--- src/design/depe_pkg.sv ---
package depe_pkg;

    // Field widths
    localparam int unsigned PIX_W   = 8;
    localparam int unsigned CLASS_W = 2;
    // Working width for differences and rebuilt pixels (covers -511..511)
    localparam int unsigned WORK_W  = 12;

    // Largest pixel value
    localparam logic [PIX_W-1:0] MAX_PIX = 8'(256 - 1);

    // Pair class codes
    localparam logic [CLASS_W-1:0] CLS_NEITHER    = 2'd0;
    localparam logic [CLASS_W-1:0] CLS_CHANGEABLE = 2'd1;
    localparam logic [CLASS_W-1:0] CLS_SHIFTED    = 2'd2;
    localparam logic [CLASS_W-1:0] CLS_EXPANDED   = 2'd3;

    // One input pixel pair with its payload bit
    typedef struct packed {
        logic             embed_bit;
        logic [PIX_W-1:0] pixel_b;
        logic [PIX_W-1:0] pixel_a;
    } t_pair_in;

    // One embedded result
    typedef struct packed {
        logic               range_error;
        logic               saved_lsb;
        logic               overflow_map_bit;
        logic               bit_consumed;
        logic [CLASS_W-1:0] pair_class;
        logic [PIX_W-1:0]   out_pixel_b;
        logic [PIX_W-1:0]   out_pixel_a;
    } t_pair_out;

endpackage

--- src/design/depe_in_stage.sv ---
module depe_in_stage (
    input  logic              i_clk,
    input  logic              i_rst_n,
    input  logic              i_valid,
    output logic              o_ready,
    input  depe_pkg::t_pair_in i_pair,
    output logic              o_valid,
    input  logic              i_ready,
    output depe_pkg::t_pair_in o_pair
);
    import depe_pkg::*;

    logic     r_valid;
    logic     n_valid;
    t_pair_in r_pair;
    t_pair_in n_pair;

    // Take a new transaction whenever the held one moves on or none is held
    assign o_ready = !r_valid || i_ready;

    always_comb begin
        n_valid = r_valid;
        n_pair  = r_pair;
        if (o_ready) begin
            n_valid = i_valid;
            n_pair  = i_pair;
        end
    end

    // Control state
    always_ff @(posedge i_clk) begin
        if (!i_rst_n) begin
            r_valid <= 1'b0;
        end else begin
            r_valid <= n_valid;
        end
    end

    // Payload
    always_ff @(posedge i_clk) begin
        r_pair <= n_pair;
    end

    assign o_valid = r_valid;
    assign o_pair  = r_pair;

endmodule

--- src/design/depe_core.sv ---
module depe_core (
    input  depe_pkg::t_pair_in           i_pair,
    input  logic [depe_pkg::PIX_W-1:0]   i_delta,
    output depe_pkg::t_pair_out          o_result
);
    import depe_pkg::*;

    // |v| <= m, with v signed and m unsigned
    function automatic logic fits(input logic signed [WORK_W-1:0] v,
                                  input logic [PIX_W+1:0] m);
        logic signed [WORK_W-1:0] av;
        av = (v < 0) ? -v : v;
        return $unsigned(av) <= {{(WORK_W-PIX_W-2){1'b0}}, m};
    endfunction

    logic [PIX_W:0]           sum;
    logic [PIX_W-1:0]         mean;
    logic signed [WORK_W-1:0] l_s;
    logic signed [WORK_W-1:0] h;
    logic signed [WORK_W-1:0] d_s;
    logic [PIX_W+1:0]         m1;
    logic [PIX_W+1:0]         m2;
    logic [PIX_W+1:0]         lim;
    logic signed [WORK_W-1:0] h2;
    logic signed [WORK_W-1:0] h2p1;
    logic signed [WORK_W-1:0] fh2;
    logic signed [WORK_W-1:0] fh2p1;
    logic                     expandable;
    logic                     changeable;
    logic                     inside_delta;
    logic signed [WORK_W-1:0] h_shift;
    logic signed [WORK_W-1:0] hn;
    logic signed [WORK_W-1:0] hn_p1;
    logic signed [WORK_W-1:0] na;
    logic signed [WORK_W-1:0] nb;
    logic [CLASS_W-1:0]       cls;
    logic                     lsb;

    // Difference, floored mean and range limit
    always_comb begin
        sum  = {1'b0, i_pair.pixel_a} + {1'b0, i_pair.pixel_b};
        mean = sum[PIX_W:1];
        l_s  = $signed({{(WORK_W-PIX_W){1'b0}}, mean});
        h    = $signed({{(WORK_W-PIX_W){1'b0}}, i_pair.pixel_a})
             - $signed({{(WORK_W-PIX_W){1'b0}}, i_pair.pixel_b});
        d_s  = $signed({{(WORK_W-PIX_W){1'b0}}, i_delta});
        m1   = {1'b0, MAX_PIX - mean, 1'b0};
        m2   = {1'b0, mean, 1'b1};
        lim  = (m1 < m2) ? m1 : m2;
    end

    // Classify the pair
    always_comb begin
        h2           = {h[WORK_W-2:0], 1'b0};
        h2p1         = {h[WORK_W-2:0], 1'b1};
        fh2          = {h[WORK_W-1:1], 1'b0};
        fh2p1        = {h[WORK_W-1:1], 1'b1};
        expandable   = fits(h2, lim) && fits(h2p1, lim);
        changeable   = fits(fh2, lim) && fits(fh2p1, lim);
        inside_delta = (h >= -d_s - 12'sd1) && (h <= d_s);
        h_shift      = (h > d_s) ? (h + d_s + 12'sd1) : (h - d_s - 12'sd1);
    end

    // Form the new difference
    always_comb begin
        hn  = h;
        cls = CLS_NEITHER;
        lsb = 1'b0;
        if (expandable) begin
            if (inside_delta) begin
                cls = CLS_EXPANDED;
                hn  = {h[WORK_W-2:0], i_pair.embed_bit};
            end else begin
                cls = CLS_SHIFTED;
                lsb = h_shift[0];
                hn  = {h_shift[WORK_W-1:1], i_pair.embed_bit};
            end
        end else if (changeable) begin
            cls = CLS_CHANGEABLE;
            lsb = h[0];
            hn  = {h[WORK_W-1:1], i_pair.embed_bit};
        end
    end

    // Rebuild the pair and flag values outside the pixel range
    always_comb begin
        hn_p1 = hn + 12'sd1;
        na    = l_s + (hn_p1 >>> 1);
        nb    = l_s - (hn >>> 1);

        o_result.out_pixel_a      = na[PIX_W-1:0];
        o_result.out_pixel_b      = nb[PIX_W-1:0];
        o_result.pair_class       = cls;
        o_result.bit_consumed     = (cls != CLS_NEITHER);
        o_result.overflow_map_bit = (cls == CLS_SHIFTED) || (cls == CLS_EXPANDED);
        o_result.saved_lsb        = lsb;
        o_result.range_error      = (na[WORK_W-1:PIX_W] != '0) || (nb[WORK_W-1:PIX_W] != '0);
    end

endmodule

--- src/design/difference_expansion_pair_embed_unit.sv ---
// Pipeline: two register stages, the input register and then the result register; a result
// is offered once its input transaction has passed through both.
// Throughput: one pixel pair per cycle; the input register and the result register
// both advance whenever the result register is empty or being drained.
// Reset: synchronous, active low; clears both valid flags and sets shift_delta to 0.
module difference_expansion_pair_embed_unit (
    input  logic        i_clk,
    input  logic        i_rst_n,
    // Configuration: shift_delta
    input  logic        i_cfg_we,
    input  logic [7:0]  i_cfg_wdata,
    // Input stream
    input  logic        i_s_axis_tvalid,
    output logic        o_s_axis_tready,
    // [7:0] pixel_a, [15:8] pixel_b, [16] embed_bit, [23:17] zero
    input  logic [23:0] i_s_axis_tdata,
    // Result stream
    output logic        o_m_axis_tvalid,
    input  logic        i_m_axis_tready,
    // [7:0] out_pixel_a, [15:8] out_pixel_b, [17:16] pair_class, [18] bit_consumed,
    // [19] overflow_map_bit, [20] saved_lsb, [21] range_error, [23:22] zero
    output logic [23:0] o_m_axis_tdata
);
    import depe_pkg::*;

    localparam int unsigned IN_BITS  = $bits(t_pair_in);
    localparam int unsigned OUT_BITS = $bits(t_pair_out);

    logic [PIX_W-1:0] r_delta;
    logic             r_out_valid;
    logic             n_out_valid;
    t_pair_out        r_out;
    t_pair_out        n_out;
    t_pair_in         in_pair;
    t_pair_in         held_pair;
    t_pair_out        result;
    logic             held_valid;
    logic             out_ready;

    // Hold the threshold register
    always_ff @(posedge i_clk) begin
        if (!i_rst_n) begin
            r_delta <= '0;
        end else if (i_cfg_we) begin
            r_delta <= i_cfg_wdata;
        end
    end

    assign in_pair = t_pair_in'(i_s_axis_tdata[IN_BITS-1:0]);

    depe_in_stage u_in_stage (
        .i_clk   (i_clk),
        .i_rst_n (i_rst_n),
        .i_valid (i_s_axis_tvalid),
        .o_ready (o_s_axis_tready),
        .i_pair  (in_pair),
        .o_valid (held_valid),
        .i_ready (out_ready),
        .o_pair  (held_pair)
    );

    depe_core u_core (
        .i_pair   (held_pair),
        .i_delta  (r_delta),
        .o_result (result)
    );

    // Advance the result register when it is empty or its transaction is taken
    assign out_ready = !r_out_valid || i_m_axis_tready;

    always_comb begin
        n_out_valid = r_out_valid;
        n_out       = r_out;
        if (out_ready) begin
            n_out_valid = held_valid;
            n_out       = result;
        end
    end

    always_ff @(posedge i_clk) begin
        if (!i_rst_n) begin
            r_out_valid <= 1'b0;
        end else begin
            r_out_valid <= n_out_valid;
        end
    end

    always_ff @(posedge i_clk) begin
        r_out <= n_out;
    end

    assign o_m_axis_tvalid = r_out_valid;
    assign o_m_axis_tdata  = {{(24-OUT_BITS){1'b0}}, r_out};

endmodule
--- config.mk ---
export PLATFORM = sky130hd
export DESIGN_NAME = difference_expansion_pair_embed_unit
export DESIGN_NICKNAME = d
export VERILOG_FILES = /design/src/design/depe_pkg.sv /design/src/design/depe_in_stage.sv /design/src/design/depe_core.sv /design/src/design/difference_expansion_pair_embed_unit.sv
export SDC_FILE = /design/constraint.sdc
export NUM_CORES = 1
export LEC_CHECK = 0
export ABC_AREA = 1
export BUFFER_PORTS_ARGS = -buffer_cell sky130_fd_sc_hd__buf_2
export CAP_MARGIN = 20
export CELL_PAD_IN_SITES_DETAIL_PLACEMENT = 0
export CELL_PAD_IN_SITES_GLOBAL_PLACEMENT = 1
export CORE_ASPECT_RATIO = 1.1
export CORE_MARGIN = 3
export CORE_UTILIZATION = 27
export DETAILED_ROUTE_END_ITERATION = 10
export PLACE_DENSITY_LB_ADDON = 0.1
export SETUP_SLACK_MARGIN = 0.02
export SYNTH_ARGS = -nofsm -noshare
export SYNTH_HDL_FRONTEND = slang
export SYNTH_SLANG_ARGS = --single-unit
export TNS_END_PERCENT = 5
--- constraint.sdc ---
create_clock -name i_clk -period 10.5 [get_ports i_clk]
set_input_delay 0.525 -clock i_clk [delete_from_list [all_inputs] [get_ports i_clk]]
set_output_delay 0.525 -clock i_clk [all_outputs]
set_load 0.05 [all_outputs]
==> impl_results.md <==
* Outcome: finished, final reports clean
* Worst hold margin at 392.8 ps
* Post-synth top area share at 19.22%
* Post-CTS sizing at 0
* Critical path type: reg2reg
* TritonRoute pass-1 iters at 4
* Required time of the worst setup path at 10,560 ps
* Reg2Reg Setup Slack at 3250 ps
* Root buf cell: clkbuf_16
* Power density cells at 245.3 nW/um2
* Vias per std cell at 4.368
* Reg2Reg Depth at 37
* CTS max path bufs at 2
* Port Buf Inserts at 53
* Post-Syn Area per Cell at 7.245 um2
* Die area at 24,410 um2
* Setup Buffers After CTS at 0
* Initial core utilization at 27.56%
* Area leader, netlist: edfxtp_1
* Drt total wl at 16,860 um
* GRT overflow at 0
* Startpoint Class: flop
* Measured slew at the worst slew-check pin at 967.7 ps
* GRT Overall Usage at 14.20%
* Clock Pin Slew Worst Setup and Hold Paths at 70 ps
* Sw Ratio at 53.64%
* Most used DFF post-synth: edfxtp_1
* CP Capture Type: flop
* Slew Viols, Final at 0
* Max Clk Rate at 138.0 MHz
* Iteration-0 DRC count of the detailed router at 147
* Ys Warns at 0
* Synth cell types at 52
* Clock Power Share at 9.9%
* Crit path DAT at 7310 ps
* Initial antenna violation count at 0
* Max incr delay on CP at 560 ps
* Layout Nets at 1,011
* Worst skew pair latency at 300 ps
* Cells after Synth at 841
* Fin Setup TNS at 0 ps
* Worst rel slew slack at 35.33%
* Final Hold Viols at 0
* Final Setup Violations at 0
* Drt drc at 0
* Core box area at 22,110 um2
* Leak Pwr at 0.003497 uW
* Hold Path Class: in2reg
* CP max FO at 13
* Antenna diodes at 0
* RSZ-0062 raised after global routing: no
* Reg2reg end: o_m_axis_tdata[21]$_DFFE_PP_
* Htree depth at 2
* Sink Count at 49
* Worst vdd ir at 66.47 uV
* Top cells by area, synth: edfxtp_1 19%, ha_1 17%, nand2_1 13%, inv_1 7.9%, nand3_1 5.0%
* Pint at 773.5 uW
* Most frequent cell on the critical path: a21oi_1
* Async S/R FF share, synth at 0%
* Final setup skew at 6.865 ps
* # rows at 57
* TritonCTS clock tree: yes
* Vias in the first global route at 5,247
* Worst hold path cell count at 1
* Pin count of the biggest net entering global routing at 24
* Switching power at 894.8 uW
* Most frequent cells after synthesis: 206 x nand2_1, 129 x inv_1, 82 x ha_1
* Global placement routability congestion at 0.8042
* Vert. Die Dim at 163.6 um
* Seq/Total Area, Yosys at 22.51%
* FF-to-FF Start: u_in_stage.o_pair[2]$_DFFE_PP_
* Combinational Power Share at 71.6%
* Hold_buf cts at 0
* Routed wire per std cell at 14.26 um
* Area growth syn-to-layout at 11.60%
* First-pass GRT wire length at 27,140 um
* Most common cell in the synthesized netlist: nand2_1
* Routed Antenna Nets at 0
* Die span in x at 149.2 um
* Worst Hold End: u_in_stage.o_pair[10]$_DFFE_PP_
* Share of layout cells above drive strength 1 at 13.98%
* Hold Crit Start: i_s_axis_tdata[10]
* Maximum capacitance violations at 0
* Final min period at 7246 ps
* DP HPWL at 14,240 um
* Number of synthesized flops with an enable pin at 39
* DR vias at 5,163
* TritonCTS Buffers at 5
* CP max stage cell: xor2_1
* Ports at 63
* Yosys reg bits at 49
* Synthesized cell area at 6093 um2
* Final Cycle Share at 69.01%
* Sequential group share of total power at 18.5%
==> state kept, by name (all words and copies together) (netlist names) <==
register            cells
r_delta                 8
o_m_axis_tdata         22
u_in_stage.o_valid      1
o_m_axis_tvalid         1
u_in_stage.o_pair      17
==> through the flow <==
step                      total power, uW  setup slack [ps]  instance area (um2)  utilization, %  std cells
final                                1668              3254                 6800           30.76       1182
after global routing                 1855              2506                 6800           30.76       1182
after CTS                            1697              3144                 6773           30.63       1181
after detailed placement             1523              3163                 6630           29.99       1173
after global placement               1524              3194                 6630           29.99       1173
after floorplan                      1257              4559                 6097               -        842
==> worst max-delay path, delay by kind of cell (launching register included) <==
family | cells | cell delay (ps)
adders and majority gates | 4 | 1330
DFF | 1 | 400
AOI/OAI and AO/OA | 13 | 2570
buffers and inverters | 3 | 210
xor gates and xnor gates | 2 | 860
and+or+nand+nor | 15 | 1630
==> cells by family after synthesis <==
logic type                 synth area share [%]
DFF                                       22.51
adders and majority gates                 18.81
xor gates and xnor gates                  6.324
and+or+nand+nor                           29.84
other                                   0.06154
AOI/OAI and AO/OA                         12.05
buffers and inverters                     10.41
==> cell usage in the layout, fill, tap and decap left out, types with 4 or more instances in the layout <==
cell type / n
nand2_4: 8
buf_2: 53
clkbuf_16: 5
nand2_1: 206
nand3_2: 4
nor3_1: 6
inv_2: 6
o21ai_0: 42
inv_1: 129
a21o_1: 4
nand3_1: 61
nand4_1: 12
fa_1: 6
a21oi_1: 54
dfxtp_1: 10
nand2_2: 21
o21bai_1: 6
edfxtp_1: 39
nor2_1: 41
ha_1: 82
xor2_1: 34
xnor2_1: 10
==> cell type report <==
| type | instances | area (um2) |
|---|---|---|
| inverters | 138 | 525.5 |
| clock inverters | 3 | 17.52 |
| clock buffers | 5 | 125.1 |
| repair buffers | 55 | 300.3 |
| multi-input cells | 637 | 4091 |
| fillers | 2458 | 15310 |
| flip-flops and latches | 49 | 1371 |
| well taps | 295 | 369.1 |
==> layer usage <==
layer / track usage, % / vias up / share of wire (%)
met5: 0 / - / 0
met4: 2.538 / 0 / 1.0
met3: 1.887 / 11 / 2.4
met2: 24.68 / 78 / 47
met1: 19.02 / 2252 / 50
li1: - / 2822 / -
==> worst max-delay path by stage <==
stage	slack, ps	end	depth (start not counted)	start
2_1_floorplan	4560	o_m_axis_tdata[21]$_DFFE_PP_	43	u_in_stage.o_pair[0]$_DFFE_PP_
3_3_place_gp	3190	o_m_axis_tdata[21]$_DFFE_PP_	37	u_in_stage.o_pair[2]$_DFFE_PP_
3_5_place_dp	3160	o_m_axis_tdata[21]$_DFFE_PP_	36	u_in_stage.o_pair[2]$_DFFE_PP_
4_1_cts	3140	o_m_axis_tdata[21]$_DFFE_PP_	36	u_in_stage.o_pair[2]$_DFFE_PP_
5_1_grt	2510	o_m_axis_tdata[21]$_DFFE_PP_	37	u_in_stage.o_pair[2]$_DFFE_PP_
6_report	3250	o_m_axis_tdata[21]$_DFFE_PP_	37	u_in_stage.o_pair[2]$_DFFE_PP_
==> power by group through the flow <==
stage | logic, uW | registers (uW) | clock network (uW)
after floorplan | 789 | 469 | 0
after global placement | 1210 | 313 | 0
after detailed placement | 1210 | 314 | 0
after CTS | 1210 | 309 | 175
after global routing | 1360 | 313 | 183
final | 1200 | 308 | 165
No activity file was read; power rests on OpenSTA's default activity.
